`src/rtl/core/tcsq_pkg.sv`:
```
// Shared types, codes and defaults for the two-class transmit slot queue.
// Used by tcsq_scan and two_class_tx_slot_queue_unit; depends on nothing.
`default_nettype none

package tcsq_pkg;

    // Default geometry of the slot ring.
    localparam int QUEUE_SLOTS_DEF = 4;
    localparam int SLOT_BYTES_DEF  = 256;

    // Fixed field widths of the item formats.
    localparam int CMD_W    = 2;
    localparam int LEN_W    = 10;
    localparam int IDX_W    = 2;
    localparam int COUNT_W  = 3;
    localparam int IN_TDATA_W  = 24;
    localparam int IN_TUSER_W  = 3;
    localparam int OUT_TDATA_W = 24;

    // Command codes.
    localparam logic [CMD_W-1:0] CMD_ENQUEUE   = 2'd0;
    localparam logic [CMD_W-1:0] CMD_TRANSPORT = 2'd1;
    localparam logic [CMD_W-1:0] CMD_CLEAR     = 2'd2;

    // Packet class codes.
    localparam logic CLASS_CTRL = 1'b0;
    localparam logic CLASS_TELE = 1'b1;

    // Sequencer states of the top level.
    typedef enum logic [1:0] {
        ST_IDLE,
        ST_SCAN,
        ST_EXEC,
        ST_RESULT
    } t_state;

    // Status handed back by the telemetry scan unit.
    typedef struct packed {
        logic done;
        logic found;
    } t_scan_status;

endpackage

`default_nettype wire

```
`src/rtl/core/tcsq_scan.sv`:
```
// Iterative search for the oldest replaceable telemetry slot in the ring.
// Examines one slot per cycle; depends on tcsq_pkg.
`default_nettype none

module tcsq_scan #(
    parameter  int QUEUE_SLOTS = tcsq_pkg::QUEUE_SLOTS_DEF,
    localparam int IW          = (QUEUE_SLOTS > 2) ? $clog2(QUEUE_SLOTS) : 1,
    localparam int CW          = $clog2(QUEUE_SLOTS + 1)
) (
    input  wire logic                                 i_clk,
    input  wire logic                                 i_rst_n,
    input  wire logic                                 i_start,
    input  wire logic [IW-1:0]                        i_head,
    input  wire logic [CW-1:0]                        i_count,
    input  wire logic                                 i_head_sent,
    input  wire logic                                 i_tele_bit,
    output logic      [IW-1:0]                        o_rd_addr,
    output logic      [IW-1:0]                        o_index,
    output tcsq_pkg::t_scan_status                    o_status
);

    logic          r_busy;
    logic          r_done;
    logic          r_found;
    logic [CW-1:0] r_k;
    logic [IW-1:0] r_ptr;
    logic [IW-1:0] r_idx;
    logic          hit;

    // A slot qualifies when it is telemetry and is not a part-sent head.
    assign hit = i_tele_bit && !((r_k == '0) && i_head_sent);

    // Walk the occupied part of the ring, one slot each cycle.
    always_ff @(posedge i_clk) begin
        if (!i_rst_n) begin
            r_busy  <= 1'b0;
            r_done  <= 1'b0;
            r_found <= 1'b0;
        end else begin
            r_done <= 1'b0;
            if (i_start) begin
                r_busy  <= 1'b1;
                r_found <= 1'b0;
                r_k     <= '0;
                r_ptr   <= i_head;
            end else if (r_busy) begin
                if (r_k >= i_count) begin
                    r_busy <= 1'b0;
                    r_done <= 1'b1;
                end else if (hit) begin
                    r_busy  <= 1'b0;
                    r_done  <= 1'b1;
                    r_found <= 1'b1;
                    r_idx   <= r_ptr;
                end else begin
                    r_k   <= r_k + 1'b1;
                    r_ptr <= (r_ptr == IW'(QUEUE_SLOTS - 1)) ? '0 : r_ptr + 1'b1;
                end
            end
        end
    end

    assign o_rd_addr       = r_ptr;
    assign o_index         = r_idx;
    assign o_status.done   = r_done;
    assign o_status.found  = r_found;

    // The examined position never runs past the occupied slots.
    a_k_bounded: assert property (@(posedge i_clk) disable iff (!i_rst_n)
        r_busy |-> (r_k <= i_count))
        else $error("scan position beyond occupied slots");

    // A finished scan leaves the unit idle.
    a_done_idle: assert property (@(posedge i_clk) disable iff (!i_rst_n)
        r_done |-> !r_busy)
        else $error("scan reports done while still busy");

    // A start always leads to a busy cycle.
    a_start_busy: assert property (@(posedge i_clk) disable iff (!i_rst_n)
        i_start |=> r_busy)
        else $error("scan did not start");

endmodule

`default_nettype wire

```
`src/rtl/core/two_class_tx_slot_queue_unit.sv`:
```
// Top level of the two-class transmit slot queue: ring metadata, sequencer
// and result register. Depends on tcsq_pkg and tcsq_scan.
//
// Usage:
// Commands arrive on the s_axis channel and each one yields exactly one
// result item on the m_axis channel. s_axis_tuser carries the command and
// the packet class, s_axis_tdata the packet length and accepted byte count.
// The result reports the outcome and the ring state after the command.
// A taken command passes through the EXEC state, where the result item is
// registered, and is then presented in the RESULT state; a telemetry enqueue
// first passes through the SCAN state, in which the scan unit examines one
// ring slot per cycle to find the oldest telemetry packet that may be
// replaced.
// s_axis_tready is high only while the block is idle, so one item is in
// work at a time. While m_axis_tready is low the result is held and no new
// item is taken. Reset empties the ring, zeroes the head offset and drops
// any pending result; slot contents are only read once written.
`default_nettype none

module two_class_tx_slot_queue_unit #(
    parameter int QUEUE_SLOTS = tcsq_pkg::QUEUE_SLOTS_DEF,
    parameter int SLOT_BYTES  = tcsq_pkg::SLOT_BYTES_DEF
) (
    input  wire logic                                 i_clk,
    input  wire logic                                 i_rst_n,
    input  wire logic                                 s_axis_tvalid,
    output logic                                      s_axis_tready,
    // [9:0] packet_length, [19:10] accepted_bytes, [23:20] zero
    input  wire logic [tcsq_pkg::IN_TDATA_W-1:0]      s_axis_tdata,
    // [1:0] command, [2] item_class
    input  wire logic [tcsq_pkg::IN_TUSER_W-1:0]      s_axis_tuser,
    output logic                                      m_axis_tvalid,
    input  wire logic                                 m_axis_tready,
    // [0] ok, [2:1] slot_index, [3] coalesced, [4] frame_done,
    // [6:5] head_slot, [16:7] head_offset, [19:17] queue_count,
    // [20] ctrl_pending, [23:21] zero
    output logic      [tcsq_pkg::OUT_TDATA_W-1:0]     m_axis_tdata
);

    localparam int IW = (QUEUE_SLOTS > 2) ? $clog2(QUEUE_SLOTS) : 1;
    localparam int CW = $clog2(QUEUE_SLOTS + 1);
    localparam int LW = tcsq_pkg::LEN_W;

    tcsq_pkg::t_state r_state, n_state;

    // Captured command item.
    logic [tcsq_pkg::CMD_W-1:0] r_cmd;
    logic                       r_tele;
    logic [LW-1:0]              r_plen;
    logic [LW-1:0]              r_acc;

    // Ring metadata.
    logic [IW-1:0] r_head, n_head;
    logic [IW-1:0] r_tail, n_tail;
    logic [CW-1:0] r_count, n_count;
    logic [CW-1:0] r_ctrl, n_ctrl;
    logic [LW-1:0] r_offset, n_offset;
    logic [LW-1:0] r_len     [QUEUE_SLOTS];
    logic          r_is_tele [QUEUE_SLOTS];

    // Slot write and read port.
    logic          wr_en;
    logic [IW-1:0] wr_idx;
    logic          wr_tele;
    logic [IW-1:0] rd_addr;
    logic          rd_tele;

    // Scan unit hookup.
    logic                   scan_start;
    logic [IW-1:0]          scan_addr;
    logic [IW-1:0]          scan_idx;
    tcsq_pkg::t_scan_status scan_stat;

    // Result fields and the registered result item.
    logic                                 res_ok, res_coal, res_done;
    logic [IW-1:0]                        res_sidx;
    logic [tcsq_pkg::OUT_TDATA_W-1:0]     n_res;
    logic [tcsq_pkg::OUT_TDATA_W-1:0]     r_res;

    // Transport arithmetic on the head slot.
    logic [LW-1:0] head_len;
    logic [LW-1:0] rem;
    logic [LW-1:0] take;
    logic [LW-1:0] sent;
    logic          len_ok;
    logic          accept;
    logic          pop;
    logic [IW-1:0] head_inc;
    logic [IW-1:0] tail_inc;

    assign accept = s_axis_tvalid && s_axis_tready;

    // Start a scan for every telemetry enqueue as it is taken.
    assign scan_start = accept
                        && (s_axis_tuser[1:0] == tcsq_pkg::CMD_ENQUEUE)
                        && (s_axis_tuser[2] == tcsq_pkg::CLASS_TELE);

    tcsq_scan #(
        .QUEUE_SLOTS (QUEUE_SLOTS)
    ) u_scan (
        .i_clk       (i_clk),
        .i_rst_n     (i_rst_n),
        .i_start     (scan_start),
        .i_head      (r_head),
        .i_count     (r_count),
        .i_head_sent (r_offset != '0),
        .i_tele_bit  (rd_tele),
        .o_rd_addr   (scan_addr),
        .o_index     (scan_idx),
        .o_status    (scan_stat)
    );

    // One class read port, shared between the scan and the head.
    assign rd_addr  = (r_state == tcsq_pkg::ST_SCAN) ? scan_addr : r_head;
    assign rd_tele  = r_is_tele[rd_addr];
    assign head_len = r_len[r_head];

    assign head_inc = (r_head == IW'(QUEUE_SLOTS - 1)) ? '0 : r_head + 1'b1;
    assign tail_inc = (r_tail == IW'(QUEUE_SLOTS - 1)) ? '0 : r_tail + 1'b1;
    assign len_ok   = (r_plen != '0) && (r_plen <= LW'(SLOT_BYTES));

    // Remaining bytes of the head and the clamped byte count.
    assign rem  = (head_len > r_offset) ? head_len - r_offset : '0;
    assign take = (r_acc < rem) ? r_acc : rem;
    assign sent = r_offset + take;

    // Next state of the sequencer.
    always_comb begin
        n_state = r_state;
        unique case (r_state)
            tcsq_pkg::ST_IDLE: begin
                if (accept) begin
                    n_state = scan_start ? tcsq_pkg::ST_SCAN : tcsq_pkg::ST_EXEC;
                end
            end
            tcsq_pkg::ST_SCAN: begin
                if (scan_stat.done) begin
                    n_state = tcsq_pkg::ST_EXEC;
                end
            end
            tcsq_pkg::ST_EXEC: begin
                n_state = tcsq_pkg::ST_RESULT;
            end
            tcsq_pkg::ST_RESULT: begin
                if (m_axis_tready) begin
                    n_state = tcsq_pkg::ST_IDLE;
                end
            end
            default: begin
                n_state = tcsq_pkg::ST_IDLE;
            end
        endcase
    end

    // Handshake outputs follow the state.
    always_comb begin
        s_axis_tready = (r_state == tcsq_pkg::ST_IDLE);
        m_axis_tvalid = (r_state == tcsq_pkg::ST_RESULT);
    end

    // Command execution: next ring state, slot write and result fields.
    always_comb begin
        n_head   = r_head;
        n_tail   = r_tail;
        n_count  = r_count;
        n_ctrl   = r_ctrl;
        n_offset = r_offset;
        wr_en    = 1'b0;
        wr_idx   = r_tail;
        wr_tele  = r_tele;
        res_ok   = 1'b0;
        res_coal = 1'b0;
        res_done = 1'b0;
        res_sidx = '0;
        pop      = 1'b0;
        unique case (r_cmd)
            tcsq_pkg::CMD_ENQUEUE: begin
                if (len_ok) begin
                    if (r_tele && scan_stat.found) begin
                        // Coalesce into the oldest replaceable telemetry slot.
                        wr_en    = 1'b1;
                        wr_idx   = scan_idx;
                        wr_tele  = tcsq_pkg::CLASS_TELE;
                        res_ok   = 1'b1;
                        res_coal = 1'b1;
                        res_sidx = scan_idx;
                    end else if (r_tele
                                 ? ((r_ctrl == '0)
                                    && ((CW+1)'(r_count) + (CW+1)'(2)
                                        <= (CW+1)'(QUEUE_SLOTS)))
                                 : (r_count != CW'(QUEUE_SLOTS))) begin
                        // Append at the tail.
                        wr_en    = 1'b1;
                        n_tail   = tail_inc;
                        n_count  = r_count + 1'b1;
                        res_ok   = 1'b1;
                        res_sidx = r_tail;
                        if (!r_tele) begin
                            n_ctrl = r_ctrl + 1'b1;
                        end
                    end
                end
            end
            tcsq_pkg::CMD_TRANSPORT: begin
                if (r_count != '0) begin
                    res_ok = 1'b1;
                    if (head_len == '0) begin
                        pop = 1'b1;
                    end else if ((take != '0) || (rem == '0)) begin
                        n_offset = sent;
                        pop      = (sent >= head_len);
                    end
                end
                if (pop) begin
                    res_done = 1'b1;
                    n_head   = head_inc;
                    n_count  = r_count - 1'b1;
                    n_offset = '0;
                    if (rd_tele == tcsq_pkg::CLASS_CTRL) begin
                        n_ctrl = r_ctrl - 1'b1;
                    end
                end
            end
            tcsq_pkg::CMD_CLEAR: begin
                n_head   = '0;
                n_tail   = '0;
                n_count  = '0;
                n_ctrl   = '0;
                n_offset = '0;
                res_ok   = 1'b1;
            end
            default: begin
                res_ok = 1'b0;
            end
        endcase
    end

    // Pack the result item from the state after the command.
    always_comb begin
        n_res        = '0;
        n_res[0]     = res_ok;
        n_res[2:1]   = tcsq_pkg::IDX_W'(res_sidx);
        n_res[3]     = res_coal;
        n_res[4]     = res_done;
        n_res[6:5]   = tcsq_pkg::IDX_W'(n_head);
        n_res[16:7]  = n_offset;
        n_res[19:17] = tcsq_pkg::COUNT_W'(n_count);
        n_res[20]    = (n_ctrl != '0);
    end

    assign m_axis_tdata = r_res;

    // Control registers and ring pointers.
    always_ff @(posedge i_clk) begin
        if (!i_rst_n) begin
            r_state  <= tcsq_pkg::ST_IDLE;
            r_head   <= '0;
            r_tail   <= '0;
            r_count  <= '0;
            r_ctrl   <= '0;
            r_offset <= '0;
        end else begin
            r_state <= n_state;
            if (r_state == tcsq_pkg::ST_EXEC) begin
                r_head   <= n_head;
                r_tail   <= n_tail;
                r_count  <= n_count;
                r_ctrl   <= n_ctrl;
                r_offset <= n_offset;
            end
        end
    end

    // Captured item, slot contents and the result register.
    always_ff @(posedge i_clk) begin
        if (accept) begin
            r_cmd  <= s_axis_tuser[1:0];
            r_tele <= s_axis_tuser[2];
            r_plen <= s_axis_tdata[9:0];
            r_acc  <= s_axis_tdata[19:10];
        end
        if ((r_state == tcsq_pkg::ST_EXEC) && wr_en) begin
            r_len[wr_idx]     <= r_plen;
            r_is_tele[wr_idx] <= wr_tele;
        end
        if (r_state == tcsq_pkg::ST_EXEC) begin
            r_res <= n_res;
        end
    end

    // The ring never holds more than its slots, nor more control than queued packets.
    a_count_bounded: assert property (@(posedge i_clk) disable iff (!i_rst_n)
        (r_count <= CW'(QUEUE_SLOTS)) && (r_ctrl <= r_count))
        else $error("slot or control count out of range");

    // A part-sent head implies a non-empty ring.
    a_offset_needs_head: assert property (@(posedge i_clk) disable iff (!i_rst_n)
        (r_offset != '0) |-> (r_count != '0))
        else $error("send offset without a queued packet");

    // Only one item is in work: no intake while a result waits.
    a_one_in_work: assert property (@(posedge i_clk) disable iff (!i_rst_n)
        !(s_axis_tready && m_axis_tvalid))
        else $error("input taken while a result is pending");

    // A coalesced result always reports an accepted enqueue.
    a_coal_ok: assert property (@(posedge i_clk) disable iff (!i_rst_n)
        (m_axis_tvalid && m_axis_tdata[3]) |-> m_axis_tdata[0])
        else $error("coalesced without ok");

endmodule

`default_nettype wire

```
`config.mk`:
```
export PLATFORM = sky130hd
export DESIGN_NAME = two_class_tx_slot_queue_unit
export DESIGN_NICKNAME = d
export VERILOG_FILES = /design/src/rtl/core/tcsq_pkg.sv /design/src/rtl/core/tcsq_scan.sv /design/src/rtl/core/two_class_tx_slot_queue_unit.sv
export SDC_FILE = /design/constraint.sdc
export NUM_CORES = 1
export LEC_CHECK = 0
export BUFFER_PORTS_ARGS = -buffer_cell sky130_fd_sc_hd__buf_4
export CAP_MARGIN = 10
export CORE_ASPECT_RATIO = 1.2
export CORE_UTILIZATION = 65
export CTS_CLUSTER_DIAMETER = 120
export CTS_CLUSTER_SIZE = 30
export DETAILED_ROUTE_END_ITERATION = 16
export HOLD_SLACK_MARGIN = 0.03
export PLACE_DENSITY = 0.95
export SLEW_MARGIN = 20
export SYNTH_ARGS = -nofsm -noshare
export SYNTH_HDL_FRONTEND = slang
export SYNTH_SLANG_ARGS = --single-unit
```
`constraint.sdc`:
```
create_clock -name i_clk -period 23.8 [get_ports i_clk]
set_input_delay 3.57 -clock i_clk [delete_from_list [all_inputs] [get_ports i_clk]]
set_output_delay 3.57 -clock i_clk [all_outputs]
set_load 0.005 [all_outputs]
```
### Word-level counts from Yosys, hierarchy flattened

Memories as Yosys holds them, arrays and structs flattened. A register that Yosys moved wholly into a read port is not among the register bits.
Cells that the tools add are included.

| word-level totals | value |
|---|---|
| bits in registers | 76 |
| input bits | 31 |
| output and inout port bits | 26 |
| RAM bits | 44 |
| memories | 2 |

| cells by class | value |
|---|---|
| magnitude comparators | 6 |
| equality and inequality tests | 17 |
| reduce and logical (&&, ||, !) cells | 33 |
| mux-type cells | 72 |
| bitwise logic cells | 4 |
| add/subtract/negate cells | 11 |

Memory list:

| name | depth | width | rd ports | clocked after Yosys merged registers in | wr ports | line | source |
|---|---|---|---|---|---|---|---|
| r_len | 4 | 10 | 1 | 1 | 1 | two_class_tx_slot_queue_unit.sv:58 | `logic [LW-1:0] r_len [QUEUE_SLOTS];` |
| r_is_tele | 4 | 1 | 1 | 0 | 1 | two_class_tx_slot_queue_unit.sv:59 | `logic r_is_tele [QUEUE_SLOTS];` |

Operators with widths:

| kind | count |
|---|---|
| $mux W10 | 6 |
| $mux W2 | 23 |
| $mux W3 | 13 |
| $reduce_bool A10 Y1 | 3 |
| $mux W1 | 23 |
| $logic_not A10 Y1 | 2 |
| $pmux W10 S2 | 1 |
| $pmux W3 S3 | 2 |
| $eq A2 B2 Y1 const B | 6 |
| $add A10 B10 Y10 | 1 |
| $ge A10 B10 Y1 | 1 |
| $gt A10 B10 Y1 | 1 |
| $le A10 B9 Y1 const B | 1 |
| $lt A10 B10 Y1 | 1 |
| $ne A2 B2 Y1 const B | 5 |
| $reduce_and A5 Y1 | 2 |
| $sub A10 B10 Y10 | 1 |
| $add A3 B1 Y3 const B | 3 |
| $logic_and A1 B1 Y1 | 9 |
| $pmux W2 S2 | 2 |
| $pmux W2 S4 | 1 |
| $add A2 B1 Y2 const B | 3 |
| $logic_not A2 Y1 | 3 |
| $logic_not A3 Y1 | 2 |
| other kinds (18) | 28 |

### Logic depth before layout (Yosys ltp)

Gate-level depths: netlist of run 1.

| logic depth | value |
|---|---|
| depth in word-level cells | 14 |
| depth in mapped cells | 42 |
| mapped depth without buffers | 40 |

### Cells and area by module

From an unflattened synthesis of run 1, not the netlist that was laid out.

| unflattened totals | value |
|---|---|
| cells, all modules | 630 |
| area total of the unflattened synthesis | 7101.8 sq um |

Modules (own cells, without submodules):

| module | cells each | area an instance (sq um) | instances |
|---|---|---|---|
| two_class_tx_slot_queue_unit | 583 | 6550.0 | 1 |
| tcsq_scan | 47 | 551.8 | 1 |

### Worst setup path before layout of run 1

OpenSTA, ideal clock, no wires.

| timing | value |
|---|---|
| path kind | register to register |
| from | register (tool-made name) |
| to | register r_res, in the netlist m_axis_tdata[20] (data pin) |
| setup slack | 16000 ps |
| stages on the path, launching flop included | 40 |
| arrival | 7513 ps |
| buffers on the path | 3 |
| cell sequence | dfxtp_1 -> buf_2 -> mux4_2 -> ha_1 -> clkbuf_2 -> nand3_1 -> o22ai_1 -> o21ai_0 -> a21oi_1 -> inv_1 -> or2_2 -> ha_1 -> nand4_1 -> or3b_2 -> a21oi_1 -> o21a_1 -> nor3_2 -> clkbuf_1 -> [4 not listed] -> fa_1 -> nor2b_1 -> o21ai_0 -> a21boi_0 -> o21a_1 -> o21ai_0 -> nand2b_1 -> a21oi_1 -> xnor2_1 -> ha_1 -> o211a_1 -> o21ai_0 -> nand3_1 -> a31oi_1 -> nor3_1 -> a21boi_2 -> a2111oi_1 -> o221ai_1 |

RTL lines:

| item | line | source |
|---|---|---|
| end signal, assigned | two_class_tx_slot_queue_unit.sv:287 | `r_res <= n_res;` |
| end, declared | two_class_tx_slot_queue_unit.sv:78 | `logic [tcsq_pkg::OUT_TDATA_W-1:0] r_res;` |

==> impl_metrics.json, run 1 <==
{
  "status": "finished, final reports clean",
  "port_buffers": 49,
  "synth_seq_cells": 122,
  "setup-tns-final_ps": 0,
  "die_area_sq_um": 11220,
  "cts_tree": "done",
  "cp-end-kind": "flop",
  "viasPerCell": 6.444,
  "dpl.hpwl_um": 11610,
  "grt_overflow_total": 0,
  "place_worst_setup_slack_ps": 14290,
  "peakVddDrop_mv": 0.07719,
  "netlist_instances": 646,
  "routedWlPerCell_um": 19.79,
  "syn2layout_area_growth_pct": 15.14,
  "hold_viol": 0,
  "rows": 41,
  "gp_congestion": 0.9404,
  "syn_area_sq_um": 7018,
  "ios": 57,
  "startpoint_type": "flop",
  "ff2ff_path_depth": 34,
  "nNetsFinal": 788,
  "tightest_slew_ps": 1095,
  "dr_wl_met3_um": 990,
  "total_leakage_power_nw": 3.114,
  "seqCellArea_sq_um": 3393,
  "first_pass_iters": 5,
  "ctsHtreeMaxLevel": 4,
  "grt_pass1_wl_um": 26460,
  "whs_path_depth": 0,
  "setup_ws_ps": 14030,
  "max_freq_mhz": 102.4,
  "dp.cells": 803,
  "cts_made_buffers": 17,
  "crit_fanout": 18,
  "drc": 0,
  "setup_viol": 0,
  "diodes": 0,
  "finalWirelength_um": 16520,
  "drtIter0Drc": 530,
  "syn-mean-instance-area_sq_um": 10.86,
  "stdcell_count": 835,
  "crit_arrival_ps": 9890,
  "fin_crit_ps": 9766,
  "clkTransAtPathRegs_ps": 60,
  "initial_core_util_pct": 66.73,
  "vias": 5381,
  "antenna_found_initial": 0,
  "synth_ff_type": "edfxtp_1",
  "async_reset_ff_share_pct": 0,
  "final_max_slew_viol_count": 0,
  "core-area_sq_um": 10520,
  "whs_ps": 497.6,
  "clk_path_buf_depth": 2,
  "top_layer": "met4",
  "crit_top_cell": "a21oi_1",
  "skew_ps": 10.03,
  "synth_edf_count": 95,
  "rsz0062_at_grt": "no",
  "cp_slowest_stage_delay_ps": 760,
  "ys_warn_count": 0,
  "hp-class": "flop to flop",
  "die_width_um": 96.86,
  "cts.sinks": 122,
  "drive_above_1_share_pct": 15.58,
  "routed-wl-met2_um": 8442,
  "first_global_vias": 5361,
  "num-fill-cells": 637,
  "postCtsSetupBuffers": 0,
  "synth_cell_type_count": 67,
  "seq_area_frac_synth_pct": 48.35,
  "max_cap_viol_count": 0,
  "wl_met1_um": 6580,
  "multi_input_area_sq_um": 3314,
  "cp_slowest_cell": "dfxtp_1",
  "grt_use_total_pct": 30.58,
  "p_per_area_nw_per_um2": 86.74,
  "die_y_um": 115.8,
  "insertion_delay_ps": 420,
  "slew_headroom_pct": 26.86,
  "worstSetupPathType": "flop to flop",
  "utilization_pct": 76.84,
  "ctsHoldBuffers": 0,
  "cts_resized": 0,
  "finalCritPeriodShare_pct": 41.03,
  "grt_max_degree": 41,
  "antenna_left": 0,
  "cts_root_buf": "clkbuf_16",
  "critical_path_required_ps": 23930
}
[worst paths after layout]
kind                                  from                          end  slack (ps)
max reg2reg                           flop   m_axis_tdata[20]$_DFFE_PP_       14030
min          u_scan.o_rd_addr[1]$_DFFE_PP_  u_scan.o_index[1]$_DFFE_PP_         500
min reg2reg  u_scan.o_rd_addr[1]$_DFFE_PP_  u_scan.o_index[1]$_DFFE_PP_         500
max                                   flop   m_axis_tdata[20]$_DFFE_PP_       14030
[sequential cells by signal, summed over array words and instances, names as in the netlist, 2 cells and up, named ones only]
register          count
r_plen               10
r_offset             10
r_ctrl                3
r_tail                2
u_scan.o_rd_addr      2
u_scan.o_index        2
r_cmd                 2
m_axis_tdata         21
r_count               3
r_state               2
u_scan.r_k            3
r_head                2
r_is_tele             4
r_len                40
r_acc                10
[synth_stat cells, drive strengths merged, types with 3 or more instances]
library cell,count,share of area (%)
edfxtp,95,41
ha,62,11
inv,55,2.9
a21oi,42,3.0
nor2,42,2.2
o21ai,42,3.0
nand2,41,2.2
dfxtp,27,7.7
clkbuf,16,0.89
nand3,16,1.1
xnor2,14,1.7
a22o,13,1.6
nor4,12,1.1
mux4,11,3.5
nor2b,11,0.98
nand2b,10,0.89
a21o,9,0.96
buf,9,0.78
mux2i,9,1.3
nor3,9,0.71
and3,8,0.71
o211ai,8,0.86
o21a,7,0.75
a21boi,6,0.80
a31oi,6,0.53
nand4,6,0.53
and2,5,0.45
a211oi,4,0.50
o21bai,4,0.43
nand3b,3,0.32
o2111ai,3,0.37
o22ai,3,0.27
o31ai,3,0.32
or2,3,0.27
[stage by stage]
| step | power, W | cell area, sq um |
|---|---|---|
| 5_1_grt | 0.0007294 | 8080 |
| 4_1_cts | 0.0007002 | 8079 |
| 3_3_place_gp | 0.0004212 | 7457 |
| 3_5_place_dp | 0.0004299 | 7457 |
| 6_report | 0.0007009 | 8080 |
| 2_1_floorplan | 0.0003778 | 7025 |
[layout by cell type (no fill, tap or decap), types with 9 or more instances in the layout]
master	count
a21o_1	9
buf_4	51
a22o_1	13
nor2_1	42
xnor2_1	14
edfxtp_1	95
dfxtp_1	27
mux4_2	11
nand2_1	41
nor2b_1	11
nor4_1	12
inv_1	54
nand3_1	16
clkbuf_16	17
o21ai_0	42
ha_1	62
mux2i_1	9
a21oi_1	42
nand2b_1	10
[kinds of logic (layout without fill, tap and decap cells)]
kind of cell,count (synthesis),in the layout,synth area share [%]
DFF,122,122,48.35
buffers and inverters,80,138,4.618
and+or+nand+nor,174,174,12.53
AOI/OAI and AO/OA,169,169,15.97
adders and majority gates,64,64,11.62
xor gates and xnor gates,15,15,1.872
muxes,21,21,4.974
other,1,3,0.05343
[worst max-delay path, delay by kind of cell, from the launching register on]
| kind | cells | cell delay, ps |
|---|---|---|
| muxes | 1 | 670 |
| adders and majority gates | 4 | 1210 |
| AOI/OAI and AO/OA | 20 | 4330 |
| and+or+nand+nor | 7 | 1890 |
| DFF | 1 | 760 |
| xor gates and xnor gates | 1 | 440 |
| buffers and inverters | 1 | 160 |
[power breakdown]
group	total [W]	internal [W]	switching, W
Combinational	0.000153	0.0000587	0.0000938
Clock	0.000271	0.000175	0.0000960
Sequential	0.000277	0.000262	0.0000155
Total	0.000701	0.000496	0.000205
[cell type report]
cell class                 count  share of cell area, %
inverter                      55                  2.555
clock inverter                15                  2.431
clock buffer                  17                  5.265
multi-input combinational    446                  41.02
timing repair buffer          51                  4.738
tap                          129                  1.998
sequential                   122                  41.99
[routing by layer]
metal | track usage (%) | vias up
met1 | 36.24 | 2538
li1 | - | 2505
met3 | 5.066 | 62
met4 | 16.22 | 0
met5 | 0 | -
met2 | 53.99 | 276
Power figures use the tool's default switching activity.
==> run 2, diff against run 1 <==
--- a/config.mk
+++ b/config.mk
@@ -8,12 +8,12 @@
 export BUFFER_PORTS_ARGS = -buffer_cell sky130_fd_sc_hd__buf_4
 export CAP_MARGIN = 10
 export CORE_ASPECT_RATIO = 1.2
-export CORE_UTILIZATION = 65
+export CORE_UTILIZATION = 55
 export CTS_CLUSTER_DIAMETER = 120
 export CTS_CLUSTER_SIZE = 30
 export DETAILED_ROUTE_END_ITERATION = 16
 export HOLD_SLACK_MARGIN = 0.03
-export PLACE_DENSITY = 0.95
+export PLACE_DENSITY = 0.88
 export SLEW_MARGIN = 20
 export SYNTH_ARGS = -nofsm -noshare
 export SYNTH_HDL_FRONTEND = slang
==> constraint.sdc (replaced) <==
create_clock -name i_clk -period 8.87 [get_ports i_clk]
set_input_delay 1.3305 -clock i_clk [delete_from_list [all_inputs] [get_ports i_clk]]
set_output_delay 1.3305 -clock i_clk [all_outputs]
set_load 0.005 [all_outputs]
==> run 2 against run 1 <==
Net effect:
- cell count grew 4.8%
- fmax grew 16%
- sequential cell count stayed put
- critical path type unchanged
- die area up 18%
- wire length is 3.5% lower
- first-iteration DRC count down 22%
- utilization shrank 9.9 points
- worst setup slack worse by 14000 ps
- register-to-register slack lost 14000 ps
- critical endpoint unchanged
==> impl_metrics.json, run 2 (synthesis results as in run 1) <==
{
  "status": "finished, final reports clean",
  "num-fill-cells": 875,
  "hold_viol": 0,
  "diodes": 0,
  "clk_path_buf_depth": 2,
  "vias": 5366,
  "cp_slowest_stage_delay_ps": 590,
  "cts.sinks": 122,
  "power.internal_w": 0.001314,
  "first_pass_iters": 6,
  "largest_reg_flops": 40,
  "peakVddDrop_mv": 0.1489,
  "cts_tree": "done",
  "cp.depth": 35,
  "grt_pass1_wl_um": 26160,
  "whs_path_depth": 1,
  "slew_headroom_pct": 31.85,
  "routedWlPerCell_um": 18.22,
  "grt_overflow_total": 0,
  "rows": 44,
  "worstSetupPathType": "flop to flop",
  "path_buf_inv": 3,
  "dp.cells": 843,
  "setup_viol": 0,
  "crit_top_cell": "a21oi_1",
  "cts_root_buf": "clkbuf_16",
  "cp-end-kind": "flop",
  "skew_ps": 11.64,
  "tightest_slew_ps": 1018,
  "clkTransAtPathRegs_ps": 60,
  "final_common_cell": "edfxtp_1",
  "dpl.hpwl_um": 11500,
  "drtIter0Drc": 416,
  "grt_max_degree": 40,
  "gp_congestion": 0.9290,
  "drc": 0,
  "syn2layout_area_growth_pct": 17.08,
  "pwr-share-clk_pct": 38.0,
  "finalPower_w": 0.001880,
  "antenna_left": 0,
  "cp_top_family": "compound AO/OA/AOI/OAI gates",
  "fin_crit_ps": 8430,
  "sw_frac_of_total_pct": 30.08,
  "ios": 57,
  "die_area_sq_um": 13220,
  "postCtsSetupBuffers": 0,
  "finalCritPeriodShare_pct": 95.04,
  "total_leakage_power_nw": 3.162,
  "port_buffers": 49,
  "stdcell_count": 875,
  "critical_path_required_ps": 9020,
  "grt_use_total_pct": 25.86,
  "combinationalPowerShare_pct": 22.6,
  "insertion_delay_ps": 430,
  "largest_register": "r_len",
  "crit_fanout": 12,
  "die_width_um": 105.1,
  "r2r_slack_ps": 440,
  "drive_above_1_share_pct": 17.23,
  "min-delay-start": "u_scan.r_busy$_SDFF_PN0_",
  "die_y_um": 125.7,
  "p_per_area_nw_per_um2": 228.8,
  "viasPerCell": 6.133,
  "whs_endpoint": "u_scan.r_done$_SDFF_PP0_",
  "crit_arrival_ps": 8580,
  "worstReg2RegEnd": "m_axis_tdata[20]$_DFFE_PP_",
  "max_freq_mhz": 118.6,
  "mostFrequentLayoutCells": "95 x edfxtp_1, 62 x ha_1, 58 x buf_4, 54 x inv_1",
  "final_max_slew_viol_count": 0,
  "initial_core_util_pct": 57.16,
  "power.switching_w": 0.0005656,
  "first_global_vias": 5283,
  "seqPwrFrac_pct": 39.4,
  "startpoint_type": "flop",
  "ff2ff_path_depth": 35,
  "finalWirelength_um": 15950,
  "cts_made_buffers": 17,
  "nNetsFinal": 796,
  "ctsHtreeMaxLevel": 4,
  "antenna_found_initial": 0,
  "core-area_sq_um": 12280,
  "max_cap_viol_count": 0,
  "hp-class": "flop to flop",
  "cp_slowest_cell": "mux4_2"
}
[run 2: metrics by stage]
step	TNS [ps]	utilization (%)	hold WS, ps	setup slack, ps	area, sq um
2_1_floorplan	0	-	454.0	1070	7025
3_3_place_gp	0	61.66	484.9	616.7	7570
3_5_place_dp	0	61.66	498.2	430.3	7570
4_1_cts	0	66.68	515.1	356.3	8187
5_1_grt	-15.26	66.93	538.1	-13.88	8217
6_report	0	66.93	516.7	440.4	8217
[run 2: area by class of cell]
class	count	area, sq um	area share [%]
tap	161	201.4	2.452
clock buffer	17	425.4	5.177
multi-input combinational	446	3343	40.69
clock inverter	15	191.4	2.330
sequential	122	3393	41.30
inverter	55	206.4	2.513
timing repair buffer	59	455.4	5.543
[run 2: how the worst max path moves through the flow]
stage / startpoint / endpoint / slack, ps
after CTS: flop / m_axis_tdata[20]$_DFFE_PP_ / 360
after detailed placement: flop / m_axis_tdata[20]$_DFFE_PP_ / 430
after global routing: flop / m_axis_tdata[20]$_DFFE_PP_ / -10
after global placement: flop / m_axis_tdata[20]$_DFFE_PP_ / 620
after floorplan: flop / m_axis_tdata[20]$_DFFE_PP_ / 1070
final: flop / m_axis_tdata[20]$_DFFE_PP_ / 440
[run 2: metal layers]
| layer | part of all wire, % | global-route usage, % | wire length (um) |
|---|---|---|---|
| met5 | 0 | 0 | 0 |
| met4 | 3.3 | 14.17 | 524 |
| met3 | 6.2 | 5.538 | 984 |
| met2 | 49 | 42.19 | 7776 |
| met1 | 42 | 32.13 | 6659 |
[run 2: power by group through the flow]
stage	combinational [W]	sequential, W	clock [W]
after floorplan	0.000270	0.000744	0
after global placement	0.000389	0.000748	0
after detailed placement	0.000408	0.000752	0
after CTS	0.000412	0.000741	0.000720
after global routing	0.000464	0.000748	0.000747
final	0.000424	0.000741	0.000715
[run 2: what timing repair did]
| action | 4_1_cts | 5_1_grt |
|---|---|---|
| resized for setup | 0 | 5 |
| hold buffers | 0 | 0 |
| setup endpoints to repair | 0 | 35 |
==> run 3, diff against run 2 <==
--- a/config.mk
+++ b/config.mk
@@ -8,12 +8,13 @@
 export BUFFER_PORTS_ARGS = -buffer_cell sky130_fd_sc_hd__buf_4
 export CAP_MARGIN = 10
 export CORE_ASPECT_RATIO = 1.2
-export CORE_UTILIZATION = 55
+export CORE_MARGIN = 4
+export CORE_UTILIZATION = 65
 export CTS_CLUSTER_DIAMETER = 120
 export CTS_CLUSTER_SIZE = 30
 export DETAILED_ROUTE_END_ITERATION = 16
 export HOLD_SLACK_MARGIN = 0.03
-export PLACE_DENSITY = 0.88
+export PLACE_DENSITY = 0.95
 export SLEW_MARGIN = 20
 export SYNTH_ARGS = -nofsm -noshare
 export SYNTH_HDL_FRONTEND = slang
==> constraint.sdc (replaced) <==
create_clock -name i_clk -period 10.86 [get_ports i_clk]
set_input_delay 1.629 -clock i_clk [delete_from_list [all_inputs] [get_ports i_clk]]
set_output_delay 1.629 -clock i_clk [all_outputs]
set_load 0.005 [all_outputs]
==> run 3 against run 2 <==
Net effect:
- via count up 1.5%
- wire length rose by 6.6%
- cell area down 2.0%
- fmax fell by 12%
- first-iteration DRC count fell by 4.6%
- non-clock buffer count is 8 lower
- worst setup slack gained 880 ps
- cell count decreased by 4.6%
- register-to-register slack gained 880 ps
- sequential power is 18% lower
- combinational power is 21% lower
- highest routed layer unchanged
==> impl_metrics.json, run 3 (synthesis results as in run 1) <==
{
  "hp-class": "flop to flop",
  "largest_register": "r_len",
  "grt_pass1_wl_um": 27260,
  "cp.depth": 34,
  "vias": 5449,
  "critical_path_required_ps": 11200,
  "finalPower_w": 0.001508,
  "die_width_um": 102.9,
  "clk_path_buf_depth": 2,
  "grt_overflow_total": 0,
  "drive_above_1_share_pct": 15.72,
  "antenna_left": 0,
  "crit_top_cell": "a21oi_1",
  "cp-end-kind": "flop",
  "worstSetupPathType": "flop to flop",
  "setup_viol": 0,
  "fin_crit_ps": 9541,
  "max_cap_viol_count": 0,
  "clkTransAtPathRegs_ps": 60,
  "largest_reg_flops": 40,
  "cts_root_buf": "clkbuf_16",
  "slew_headroom_pct": 30.27,
  "die_area_sq_um": 12530,
  "die_y_um": 121.8,
  "p_per_area_nw_per_um2": 187.4,
  "cts_made_buffers": 17,
  "diodes": 0,
  "whs_ps": 527.2,
  "grt_use_total_pct": 28.77,
  "postCtsSetupBuffers": 0,
  "cp_slowest_stage_delay_ps": 740,
  "drtIter0Drc": 397,
  "crit_fanout": 20,
  "cts.sinks": 122,
  "ff2ff_path_depth": 34,
  "gp_congestion": 0.9648,
  "rows": 41,
  "skew_ps": 11.87,
  "core-area_sq_um": 10520,
  "nNetsFinal": 788,
  "routedWlPerCell_um": 20.35,
  "final_common_cell": "edfxtp_1",
  "total_leakage_power_nw": 3.093,
  "ctsHoldBuffers": 0,
  "peakVddDrop_mv": 0.1676,
  "path_buf_inv": 1,
  "antenna_found_initial": 0,
  "syn2layout_area_growth_pct": 14.69,
  "finalCritPeriodShare_pct": 87.85,
  "initial_core_util_pct": 66.73,
  "hold_viol": 0,
  "cp_top_family": "compound AO/OA/AOI/OAI gates",
  "first_pass_iters": 5,
  "startpoint_type": "flop",
  "final_max_slew_viol_count": 0,
  "num-fill-cells": 667,
  "drc": 0,
  "whs_path_depth": 0,
  "status": "finished, final reports clean",
  "viasPerCell": 6.526,
  "first_global_vias": 5425,
  "rsz0062_at_grt": "no",
  "dpl.hpwl_um": 12180,
  "cts_tree": "done",
  "insertion_delay_ps": 420,
  "mostFrequentLayoutCells": "95 x edfxtp_1, 62 x ha_1, 54 x inv_1, 51 x buf_4",
  "port_buffers": 49,
  "cts_resized": 0,
  "max_freq_mhz": 104.8,
  "crit_arrival_ps": 9880,
  "cp_slowest_cell": "dfxtp_1",
  "ios": 57,
  "tightest_slew_ps": 1042,
  "finalWirelength_um": 16990,
  "ctsHtreeMaxLevel": 4,
  "setup-tns-final_ps": 0,
  "grt_max_degree": 40
}
-- run 3: cell count changes in the layout (fill, tap and decap cells not counted), sizes merged --
| cell | delta |
|---|---|
| buf | -8 |
| clkinvlp | +1 |
| inv | +2 |
| bufinv | -1 |
| clkinv | -2 |
-- run 3: stage by stage --
stage               worst slack [ps]  std cells  utilization, %  cell area (sq um)
floorplan                       3060        648               -               7025
global placement                1702        803           70.91               7457
detailed placement              1535        803           70.91               7457
CTS                             1479        835           76.53               8048
global route                   423.5        835           76.54               8049
finish                          1319        835           76.54               8049
-- run 3: worst reg2reg max path: cells and delay by family, from the launching register on --
family / cells / cell delay (ps)
buffers and inverters: 1 / 170
and+or+nand+nor: 8 / 1880
xor gates and xnor gates: 1 / 380
DFF: 1 / 740
adders and majority gates: 4 / 1360
muxes: 1 / 660
AOI/OAI and AO/OA: 19 / 4290
-- run 3: final cells by class --
type                    instances  area [sq um]  area share (%)
clock inverters                15         165.2           2.052
repair buffers                 51         382.9           4.757
flip-flops and latches        122          3393           42.16
clock buffers                  17         425.4           5.285
inverters                      55         206.4           2.565
well taps                     129         161.4           2.005
multi-input cells             446          3314           41.18
-- run 3: path summary, 6_finish.rpt --
path / startpoint / slack, ps / endpoint
min: r_plen[0]$_DFFE_PP_ / 530 / r_len[2][0]$_DFFE_PP_
max: flop / 1320 / r_offset[4]$_SDFFE_PN0P_
min reg2reg: r_plen[0]$_DFFE_PP_ / 530 / r_len[2][0]$_DFFE_PP_
max reg2reg: flop / 1320 / r_offset[4]$_SDFFE_PN0P_
-- run 3: metal layers --
layer	up-vias	GRT usage, %	part of all wire [%]
li1	2498	-	-
met1	2644	35.59	39
met2	258	48.55	51
met3	49	6.300	6.1
met4	0	11.90	3.0
met5	-	0	0
-- run 3: report_power, final --
group          leakage, nW  internal, W  switching (W)
clock                0.279     0.000341       0.000223
combinational         1.72     0.000129       0.000208
sequential            1.10     0.000573      0.0000340
total                 3.09      0.00104       0.000464
